===== src/rtl/core/permutation_swap_sequence_unit_macros.svh =====
// Assertion helpers for the swap sequence unit.
`ifndef PERMUTATION_SWAP_SEQUENCE_UNIT_MACROS_SVH
`define PERMUTATION_SWAP_SEQUENCE_UNIT_MACROS_SVH

`ifndef NO_ASSERTIONS
// same-cycle implication
`define PSS_ASSERT_IMP(lbl, clk, rst_n, ante, cons) \
    lbl: assert property (@(posedge clk) disable iff (!rst_n) (ante) |-> (cons)) \
        else $error("pss assertion failed");
// next-cycle implication
`define PSS_ASSERT_NXT(lbl, clk, rst_n, ante, cons) \
    lbl: assert property (@(posedge clk) disable iff (!rst_n) (ante) |=> (cons)) \
        else $error("pss assertion failed");
`else
`define PSS_ASSERT_IMP(lbl, clk, rst_n, ante, cons)
`define PSS_ASSERT_NXT(lbl, clk, rst_n, ante, cons)
`endif

`endif


===== src/rtl/core/pss_pkg.sv =====
`timescale 1ns / 1ps

package pss_pkg;

    localparam int CITY_W         = 6;
    localparam int POS_W          = 6;
    localparam int NUM_CITY       = 64;
    localparam int MAX_CITIES_DEF = 64;

    typedef enum logic [2:0] {
        S_IDLE,
        S_BUILD,
        S_RD,
        S_CMP,
        S_SWAP,
        S_END,
        S_EQ
    } t_state;

    // controller -> datapath
    typedef struct packed {
        logic load;
        logic map_clr;
        logic clr_i;
        logic inc_i;
        logic build_rd;
        logic walk_rd;
        logic pos_rd;
        logic swap;
        logic end_push;
        logic eq_push;
    } t_cmd;

    // datapath -> controller
    typedef struct packed {
        logic final_item;
        logic equal_all;
        logic idx_last;
        logic diff;
        logic pend_valid;
        logic out_free;
    } t_status;

endpackage


===== src/rtl/core/pss_ctrl.sv =====
`timescale 1ns / 1ps

module pss_ctrl (
    input  logic              i_clk,
    input  logic              i_rst_n,
    input  logic              i_in_valid,
    output logic              o_in_ready,
    input  pss_pkg::t_status  i_status,
    output pss_pkg::t_cmd     o_cmd
);

    pss_pkg::t_state r_state;
    pss_pkg::t_state n_state;

    always_ff @(posedge i_clk) begin
        if (!i_rst_n) begin
            r_state <= pss_pkg::S_IDLE;
        end else begin
            r_state <= n_state;
        end
    end

    always_comb begin
        n_state    = r_state;
        o_cmd      = '0;
        o_in_ready = 1'b0;
        unique case (r_state)
            pss_pkg::S_IDLE: begin
                o_in_ready = 1'b1;
                if (i_in_valid) begin
                    o_cmd.load = 1'b1;
                    if (i_status.final_item) begin
                        if (i_status.equal_all) begin
                            n_state = pss_pkg::S_EQ;
                        end else begin
                            o_cmd.map_clr = 1'b1;
                            o_cmd.clr_i   = 1'b1;
                            n_state       = pss_pkg::S_BUILD;
                        end
                    end
                end
            end
            pss_pkg::S_BUILD: begin
                o_cmd.build_rd = 1'b1;
                if (i_status.idx_last) begin
                    o_cmd.clr_i = 1'b1;
                    n_state     = pss_pkg::S_RD;
                end else begin
                    o_cmd.inc_i = 1'b1;
                end
            end
            pss_pkg::S_RD: begin
                o_cmd.walk_rd = 1'b1;
                n_state       = pss_pkg::S_CMP;
            end
            pss_pkg::S_CMP: begin
                if (i_status.diff) begin
                    o_cmd.pos_rd = 1'b1;
                    n_state      = pss_pkg::S_SWAP;
                end else if (i_status.idx_last) begin
                    n_state = pss_pkg::S_END;
                end else begin
                    o_cmd.inc_i = 1'b1;
                    n_state     = pss_pkg::S_RD;
                end
            end
            pss_pkg::S_SWAP: begin
                if (!i_status.pend_valid || i_status.out_free) begin
                    o_cmd.swap = 1'b1;
                    if (i_status.idx_last) begin
                        n_state = pss_pkg::S_END;
                    end else begin
                        o_cmd.inc_i = 1'b1;
                        n_state     = pss_pkg::S_RD;
                    end
                end
            end
            pss_pkg::S_END: begin
                if (!i_status.pend_valid) begin
                    n_state = pss_pkg::S_IDLE;
                end else if (i_status.out_free) begin
                    o_cmd.end_push = 1'b1;
                    n_state        = pss_pkg::S_IDLE;
                end
            end
            pss_pkg::S_EQ: begin
                if (i_status.out_free) begin
                    o_cmd.eq_push = 1'b1;
                    n_state       = pss_pkg::S_IDLE;
                end
            end
            default: begin
                n_state = pss_pkg::S_IDLE;
            end
        endcase
    end

endmodule


===== src/rtl/core/pss_dp.sv =====
`timescale 1ns / 1ps

module pss_dp #(
    parameter int MAX_CITIES = pss_pkg::MAX_CITIES_DEF
) (
    input  logic                        i_clk,
    input  logic                        i_rst_n,
    input  pss_pkg::t_cmd               i_cmd,
    output pss_pkg::t_status            o_status,
    input  logic [pss_pkg::CITY_W-1:0]  i_source_city,
    input  logic [pss_pkg::CITY_W-1:0]  i_target_city,
    input  logic                        i_final_element,
    input  logic                        i_out_ready,
    output logic                        o_out_valid,
    output logic [pss_pkg::POS_W-1:0]   o_first_position,
    output logic [pss_pkg::POS_W-1:0]   o_second_position,
    output logic                        o_swap_present,
    output logic                        o_final_swap
);

    localparam int AW = $clog2(MAX_CITIES);
    localparam int CW = pss_pkg::CITY_W;

    // storage
    logic [CW-1:0] r_work_mem [MAX_CITIES];
    logic [CW-1:0] r_tgt_mem  [MAX_CITIES];
    logic [AW-1:0] r_pos_mem  [pss_pkg::NUM_CITY];
    logic [pss_pkg::NUM_CITY-1:0] r_mapped;

    // counters
    logic [AW-1:0] r_cnt;
    logic [AW-1:0] r_last;
    logic [AW-1:0] r_i;
    logic          r_eq;

    // read data
    logic [CW-1:0] r_wk_rd;
    logic [CW-1:0] r_tg_rd;
    logic [AW-1:0] r_pos_rd;
    logic          r_pos_rv;

    // deferred map writes
    logic          r_bw_valid;
    logic [AW-1:0] r_bw_pos;
    logic          r_pw_valid;
    logic [CW-1:0] r_pw_addr;
    logic [AW-1:0] r_pw_data;

    // held-back result and output register
    logic          r_pend_valid;
    logic [AW-1:0] r_pend_a;
    logic [AW-1:0] r_pend_b;
    logic          r_out_valid;
    logic [AW-1:0] r_out_a;
    logic [AW-1:0] r_out_b;
    logic          r_out_sp;
    logic          r_out_fl;

    logic [AW-1:0] w_j;
    logic          w_pw_en;
    logic [CW-1:0] w_pw_addr;
    logic [AW-1:0] w_pw_data;

    // cities missing from the map sit at position zero
    assign w_j = r_pos_rv ? r_pos_rd : '0;

    always_comb begin
        w_pw_en   = 1'b0;
        w_pw_addr = r_wk_rd;
        w_pw_data = w_j;
        priority if (i_cmd.swap) begin
            w_pw_en = 1'b1;
        end else if (r_bw_valid) begin
            w_pw_en   = 1'b1;
            w_pw_data = r_bw_pos;
        end else if (r_pw_valid) begin
            w_pw_en   = 1'b1;
            w_pw_addr = r_pw_addr;
            w_pw_data = r_pw_data;
        end
    end

    always_ff @(posedge i_clk) begin
        if (i_cmd.load) begin
            r_work_mem[r_cnt] <= i_source_city;
        end else if (i_cmd.swap) begin
            r_work_mem[w_j] <= r_wk_rd;
        end
        if (i_cmd.build_rd || i_cmd.walk_rd) begin
            r_wk_rd <= r_work_mem[r_i];
        end
    end

    always_ff @(posedge i_clk) begin
        if (i_cmd.load) begin
            r_tgt_mem[r_cnt] <= i_target_city;
        end
        if (i_cmd.walk_rd) begin
            r_tg_rd <= r_tgt_mem[r_i];
        end
    end

    always_ff @(posedge i_clk) begin
        if (w_pw_en) begin
            r_pos_mem[w_pw_addr] <= w_pw_data;
        end
        if (i_cmd.pos_rd) begin
            r_pos_rd <= r_pos_mem[r_tg_rd];
            r_pos_rv <= r_mapped[r_tg_rd];
        end
    end

    always_ff @(posedge i_clk) begin
        if (!i_rst_n) begin
            r_mapped     <= '0;
            r_cnt        <= '0;
            r_i          <= '0;
            r_eq         <= 1'b1;
            r_bw_valid   <= 1'b0;
            r_pw_valid   <= 1'b0;
            r_pend_valid <= 1'b0;
            r_out_valid  <= 1'b0;
        end else begin
            if (i_cmd.map_clr) begin
                r_mapped <= '0;
            end else if (w_pw_en) begin
                r_mapped[w_pw_addr] <= 1'b1;
            end

            if (i_cmd.load) begin
                if (o_status.final_item) begin
                    r_cnt <= '0;
                    r_eq  <= 1'b1;
                end else begin
                    r_cnt <= r_cnt + 1'b1;
                    r_eq  <= o_status.equal_all;
                end
            end

            if (i_cmd.clr_i) begin
                r_i <= '0;
            end else if (i_cmd.inc_i) begin
                r_i <= r_i + 1'b1;
            end

            r_bw_valid <= i_cmd.build_rd;
            r_pw_valid <= i_cmd.swap;

            if (i_cmd.swap) begin
                r_pend_valid <= 1'b1;
            end else if (i_cmd.end_push) begin
                r_pend_valid <= 1'b0;
            end

            if ((i_cmd.swap && r_pend_valid) || i_cmd.end_push || i_cmd.eq_push) begin
                r_out_valid <= 1'b1;
            end else if (i_out_ready) begin
                r_out_valid <= 1'b0;
            end
        end
    end

    always_ff @(posedge i_clk) begin
        if (i_cmd.load && o_status.final_item) begin
            r_last <= r_cnt;
        end
        r_bw_pos  <= r_i;
        r_pw_addr <= r_tg_rd;
        r_pw_data <= r_i;
        if (i_cmd.swap) begin
            r_pend_a <= r_i;
            r_pend_b <= w_j;
        end
        priority if (i_cmd.swap && r_pend_valid) begin
            r_out_a  <= r_pend_a;
            r_out_b  <= r_pend_b;
            r_out_sp <= 1'b1;
            r_out_fl <= 1'b0;
        end else if (i_cmd.end_push) begin
            r_out_a  <= r_pend_a;
            r_out_b  <= r_pend_b;
            r_out_sp <= 1'b1;
            r_out_fl <= 1'b1;
        end else if (i_cmd.eq_push) begin
            r_out_a  <= '0;
            r_out_b  <= '0;
            r_out_sp <= 1'b0;
            r_out_fl <= 1'b1;
        end
    end

    assign o_status.final_item = i_final_element || (r_cnt == AW'(MAX_CITIES - 1));
    assign o_status.equal_all  = r_eq && (i_source_city == i_target_city);
    assign o_status.idx_last   = (r_i == r_last);
    assign o_status.diff       = (r_wk_rd != r_tg_rd);
    assign o_status.pend_valid = r_pend_valid;
    assign o_status.out_free   = !r_out_valid || i_out_ready;

    assign o_out_valid       = r_out_valid;
    assign o_first_position  = pss_pkg::POS_W'(r_out_a);
    assign o_second_position = pss_pkg::POS_W'(r_out_b);
    assign o_swap_present    = r_out_sp;
    assign o_final_swap      = r_out_fl;

endmodule


===== src/rtl/core/permutation_swap_sequence_unit.sv =====
`timescale 1ns / 1ps
// Swap sequence unit: load a source and a target permutation one position per
// transaction (tlast on the last position, or automatically at MAX_CITIES
// positions), then read out the swaps that turn source into target, lowest
// position first, tlast on the final swap. Equal permutations give a single
// transaction with tuser low. After the last position, the unit builds the
// city-to-position map, one position at a time, then walks the positions: it
// reads each one, compares it and, where the cities differ, reads the map and
// swaps; a closing step flushes the last swap. A swap or the closing step waits
// while the output side stalls. This ordering comes from the single-ported working,
// target and map memories. Input is accepted only between sequences.

`include "permutation_swap_sequence_unit_macros.svh"

module permutation_swap_sequence_unit #(
    parameter int MAX_CITIES = pss_pkg::MAX_CITIES_DEF
) (
    input  logic        i_clk,
    input  logic        i_rst_n,
    input  logic        i_s_axis_tvalid,
    output logic        o_s_axis_tready,
    input  logic [15:0] i_s_axis_tdata,   // [5:0] source_city, [11:6] target_city, rest 0
    input  logic        i_s_axis_tlast,   // final_element
    output logic        o_m_axis_tvalid,
    input  logic        i_m_axis_tready,
    output logic [15:0] o_m_axis_tdata,   // [5:0] first_position, [11:6] second_position
    output logic [0:0]  o_m_axis_tuser,   // [0] swap_present
    output logic        o_m_axis_tlast    // final_swap
);

    pss_pkg::t_cmd    w_cmd;
    pss_pkg::t_status w_status;

    logic [pss_pkg::POS_W-1:0] w_first;
    logic [pss_pkg::POS_W-1:0] w_second;
    logic                      w_swap_present;

    // sequencing: load / build map / walk / flush last result
    pss_ctrl u_ctrl (
        .i_clk      (i_clk),
        .i_rst_n    (i_rst_n),
        .i_in_valid (i_s_axis_tvalid),
        .o_in_ready (o_s_axis_tready),
        .i_status   (w_status),
        .o_cmd      (w_cmd)
    );

    // memories, counters and the result registers
    pss_dp #(
        .MAX_CITIES (MAX_CITIES)
    ) u_dp (
        .i_clk             (i_clk),
        .i_rst_n           (i_rst_n),
        .i_cmd             (w_cmd),
        .o_status          (w_status),
        .i_source_city     (i_s_axis_tdata[5:0]),
        .i_target_city     (i_s_axis_tdata[11:6]),
        .i_final_element   (i_s_axis_tlast),
        .i_out_ready       (i_m_axis_tready),
        .o_out_valid       (o_m_axis_tvalid),
        .o_first_position  (w_first),
        .o_second_position (w_second),
        .o_swap_present    (w_swap_present),
        .o_final_swap      (o_m_axis_tlast)
    );

    assign o_m_axis_tdata    = {4'b0000, w_second, w_first};
    assign o_m_axis_tuser[0] = w_swap_present;

    // a new sequence never starts with a swap still held back
    `PSS_ASSERT_IMP(a_idle_no_pend, i_clk, i_rst_n, o_s_axis_tready, !w_status.pend_valid)
    // every swap leaves a result held back for the flush
    `PSS_ASSERT_NXT(a_swap_pend, i_clk, i_rst_n, w_cmd.swap, w_status.pend_valid)
    // the no-swap result is always the only and last one
    `PSS_ASSERT_IMP(a_noswap_last, i_clk, i_rst_n, o_m_axis_tvalid && !o_m_axis_tuser[0],
                    o_m_axis_tlast)

endmodule


===== config.mk =====
export PLATFORM = sky130hd
export DESIGN_NAME = permutation_swap_sequence_unit
export DESIGN_NICKNAME = d
export VERILOG_FILES = /design/src/rtl/core/pss_pkg.sv /design/src/rtl/core/pss_ctrl.sv /design/src/rtl/core/pss_dp.sv /design/src/rtl/core/permutation_swap_sequence_unit.sv
export VERILOG_INCLUDE_DIRS = /design/src /design/src/rtl/core
export SDC_FILE = /design/constraint.sdc
export NUM_CORES = 1
export LEC_CHECK = 0
export ABC_CLOCK_PERIOD_IN_PS = 5600
export BUFFER_PORTS_ARGS = -buffer_cell sky130_fd_sc_hd__buf_2
export CORE_MARGIN = 2
export CORE_UTILIZATION = 40
export DETAILED_ROUTE_END_ITERATION = 6
export PLACE_DENSITY_LB_ADDON = 0.25
export SLEW_MARGIN = 20
export SYNTH_ARGS = -nofsm -noshare
export SYNTH_HDL_FRONTEND = slang
export SYNTH_SLANG_ARGS = --single-unit

===== constraint.sdc =====
create_clock -name i_clk -period 5.6 [get_ports i_clk]
set_input_delay 0.56 -clock i_clk [delete_from_list [all_inputs] [get_ports i_clk]]
set_output_delay 0.56 -clock i_clk [all_outputs]
set_load 0.01 [all_outputs]

==> flow_summary.toml <==
[run_status]
status = "complete, no violations"

[synth]
syn_area_per_cell_um2 = 18.60
synthAdderAreaFrac = 0.0004892
synthCells = 2751
synth.most_common_cell = "edfxtp_1"
synth_compound_area_frac = 0.04955
synth_commonest_cells = "edfxtp_1, mux4_2, nor2_1, dfxtp_1, mux2i_1"
async_flop_share = 0
synth_xor_area_frac = 0.003938
ys.warnings.count = 0
synth.yosys.seq_area_share = 0.7433
synth_top_family_by_area = "multiplexers"
synth-simple-area-share = 0.04508
synth_top_area_cell = "edfxtp_1"
synth_area_mm2 = 0.05116
ys_dominant_reg_cell = "edfxtp_1"
synth.mux.area_fraction = 0.1422
yosys-top-cells-area = "edfxtp_1, mux4_2, dfxtp_1"
yosysUniqueCellTypes = 66
synth_edf_count = 1201
synth_top_area_share = 0.7050
ys_ff_latch = 1299

[critical_path]
ff2ff_path_depth = 7
critPathCaptureType = "flip-flop"
startpoint_type = "flip-flop"
path_buf_inv = 2
cpPeakStageDelay_ns = 0.93
slowest_stage = "nor3_1"
path_cells = "nor3b_4 > nand2_1 > buf_4 > inv_2 > mux2i_1 > o2111ai_1 > nor3_1"
critPathArrivalTime_ns = 4.59
path_class = "reg2reg"
crit_fanout = 27
path_depth = 7
critical_path.top_delay_family = "simple AND/OR/NAND/NOR gates"
worstPathRequired_ns = 5.96

[run]
max_cap_violations = 0

[drt]
routed_wl_um = 127700
post-route-drc-count = 0
wire_per_inst_um = 27.85
dr.pass1.iters = 6
num_vias = 26860
detail-route-antenna-nets = 0
via_per_inst = 5.857
initialDrtViolationCount = 3356

[layout]
fillerInstances = 10730
antenna_cells = 0
final_core_utilization = 0.4518
fin_nets = 2844
syn_to_final_growth_pct = 12.32
drive_gt1_frac = 0.2066

[hold_path]
hold_path_class = "in2reg"
hold_depth = 2

[power_and_ir_drop]
peakVddDrop_v = 0.0003070
p_per_area_mw_per_mm2 = 378.2
leakage_uw = 0.01748

[timing]
grt_setup_unrepaired = "false"
slew-limit-headroom = 0.2052
fin_crit_ns = 4.236
fmax_ghz = 0.2361
finalHoldViolations = 0
worst_pin_slew_ns = 1.190
fin_setup_tns_ns = 0
clock_skew_ns = 0.02568
finalCritPeriodShare = 0.7564
report.final.slew_viol_count = 0
setup_viol = 0

[floorplanning]
start_util = 0.4022
coreArea_mm2 = 0.1272
die_x_um = 361.6
ios = 41
dieArea_mm2 = 0.1308
chipHeight_um = 361.6
num_rows = 131

[clock_tree]
hold_buffers = 0
htreeDepth = 4
cts_tree = "yes"
cts.sinks = 1299
cts.clk_slew.worst_paths_ns = 0.06
postCtsSetupBuffers = 0
cts_buffers = 132
clk_latency_ns = 0.76
root_buffer = "clkbuf_16"
post_cts_resized = 0
clockBufferDepth = 3

[grt]
grt_pass1_wl_um = 186600
grt-ovfl-total = 0
grt_max_degree = 92
grt_use_total = 0.1954
antenna_found_initial = 7
first_global_vias = 27280

[placed_design]
numPortBuffers = 32
dp_hpwl_um = 80710
gp_congestion = 0.8492
worst paths after layout:
| path | start | end | slack (ns) |
|---|---|---|---|
| max | u_ctrl.r_state[2] | u_dp.r_work_mem[21][1] | 1.36 |
| min | i_rst_n | u_dp.r_bw_valid | 0.17 |
| max reg2reg | u_ctrl.r_state[2] | u_dp.r_work_mem[21][1] | 1.36 |
| min reg2reg | u_dp.r_mapped[50] | u_dp.r_mapped[50] | 0.46 |
per-stage QoR:
step | setup WS (ns) | hold slack, ns | total power (uW) | cell area [um2] | cells
after floorplan | 0.6579 | 0.3427 | 12640 | 51170 | 2754
after global placement | 1.573 | 0.4408 | 13440 | 53300 | 4349
after detailed placement | 1.359 | 0.4533 | 13470 | 53310 | 4349
after CTS | 1.399 | 0.1218 | 21890 | 57460 | 4586
after global routing | 1.102 | 0.1503 | 22390 | 57460 | 4586
final | 1.364 | 0.1652 | 21730 | 57460 | 4586
routing by layer:
metal | global-route usage | vias up | wire length [um]
met3 | 0.03469 | 194 | 8693
met4 | 0.05842 | 2 | 3252
met5 | 0 | - | 10
li1 | - | 11360 | -
met1 | 0.2792 | 14260 | 55540
met2 | 0.3074 | 1048 | 60220
final cells by class:
type                    instances  area (um2)  share of cell area
flip-flops and latches       1299       38040              0.6620
clock inverters                66       605.6             0.01054
repair buffers                 91       678.2             0.01180
clock buffers                 171        3542             0.06164
well taps                    1662        2079             0.03619
multi-input cells            1275       12430              0.2164
inverters                      22       82.58            0.001437
placed cells by master, fill, tap and decap left out, types with 19 or more instances in the layout:
master	count
nand2_1	81
a32oi_1	33
edfxtp_1	1201
dfxtp_1	94
buf_4	53
clkinv_2	19
clkbuf_16	134
nor2_1	250
mux2_2	33
buf_2	32
a21oi_1	39
o22ai_1	69
clkbuf_1	32
mux4_2	263
and2_1	21
clkinv_1	22
o21a_1	65
mux2i_1	97
a22oi_1	19
inv_1	19
nand3_1	38
state kept, by name, indices dropped and copies added, names as in the netlist, 64 cells and up:
signal and count:
u_dp.r_pos_mem 384, u_dp.r_tgt_mem 384, u_dp.r_work_mem 384, u_dp.r_mapped 64
worst register-to-register path, delay by kind of cell (launching register included):
kind / cells / cell delay, ns
and+or+nand+nor: 3 / 1.68
buffers and inverters: 2 / 0.73
DFF: 1 / 0.67
muxes: 1 / 0.47
AOI/OAI and AO/OA: 1 / 0.30
power by group:
part	internal, uW	switching [uW]
combinational	900	1370
sequential	10800	203
clock	4850	3620
kinds of logic (layout without fill, tap and decap cells):
| family | Yosys count | after routing |
|---|---|---|
| AOI/OAI and AO/OA | 352 | 352 |
| xor gates and xnor gates | 23 | 23 |
| adders and majority gates | 2 | 2 |
| buffers and inverters | 180 | 350 |
| DFF | 1299 | 1299 |
| muxes | 394 | 394 |
| other | 1 | 4 |
| and+or+nand+nor | 500 | 500 |
Power figures use the tool's default switching activity.
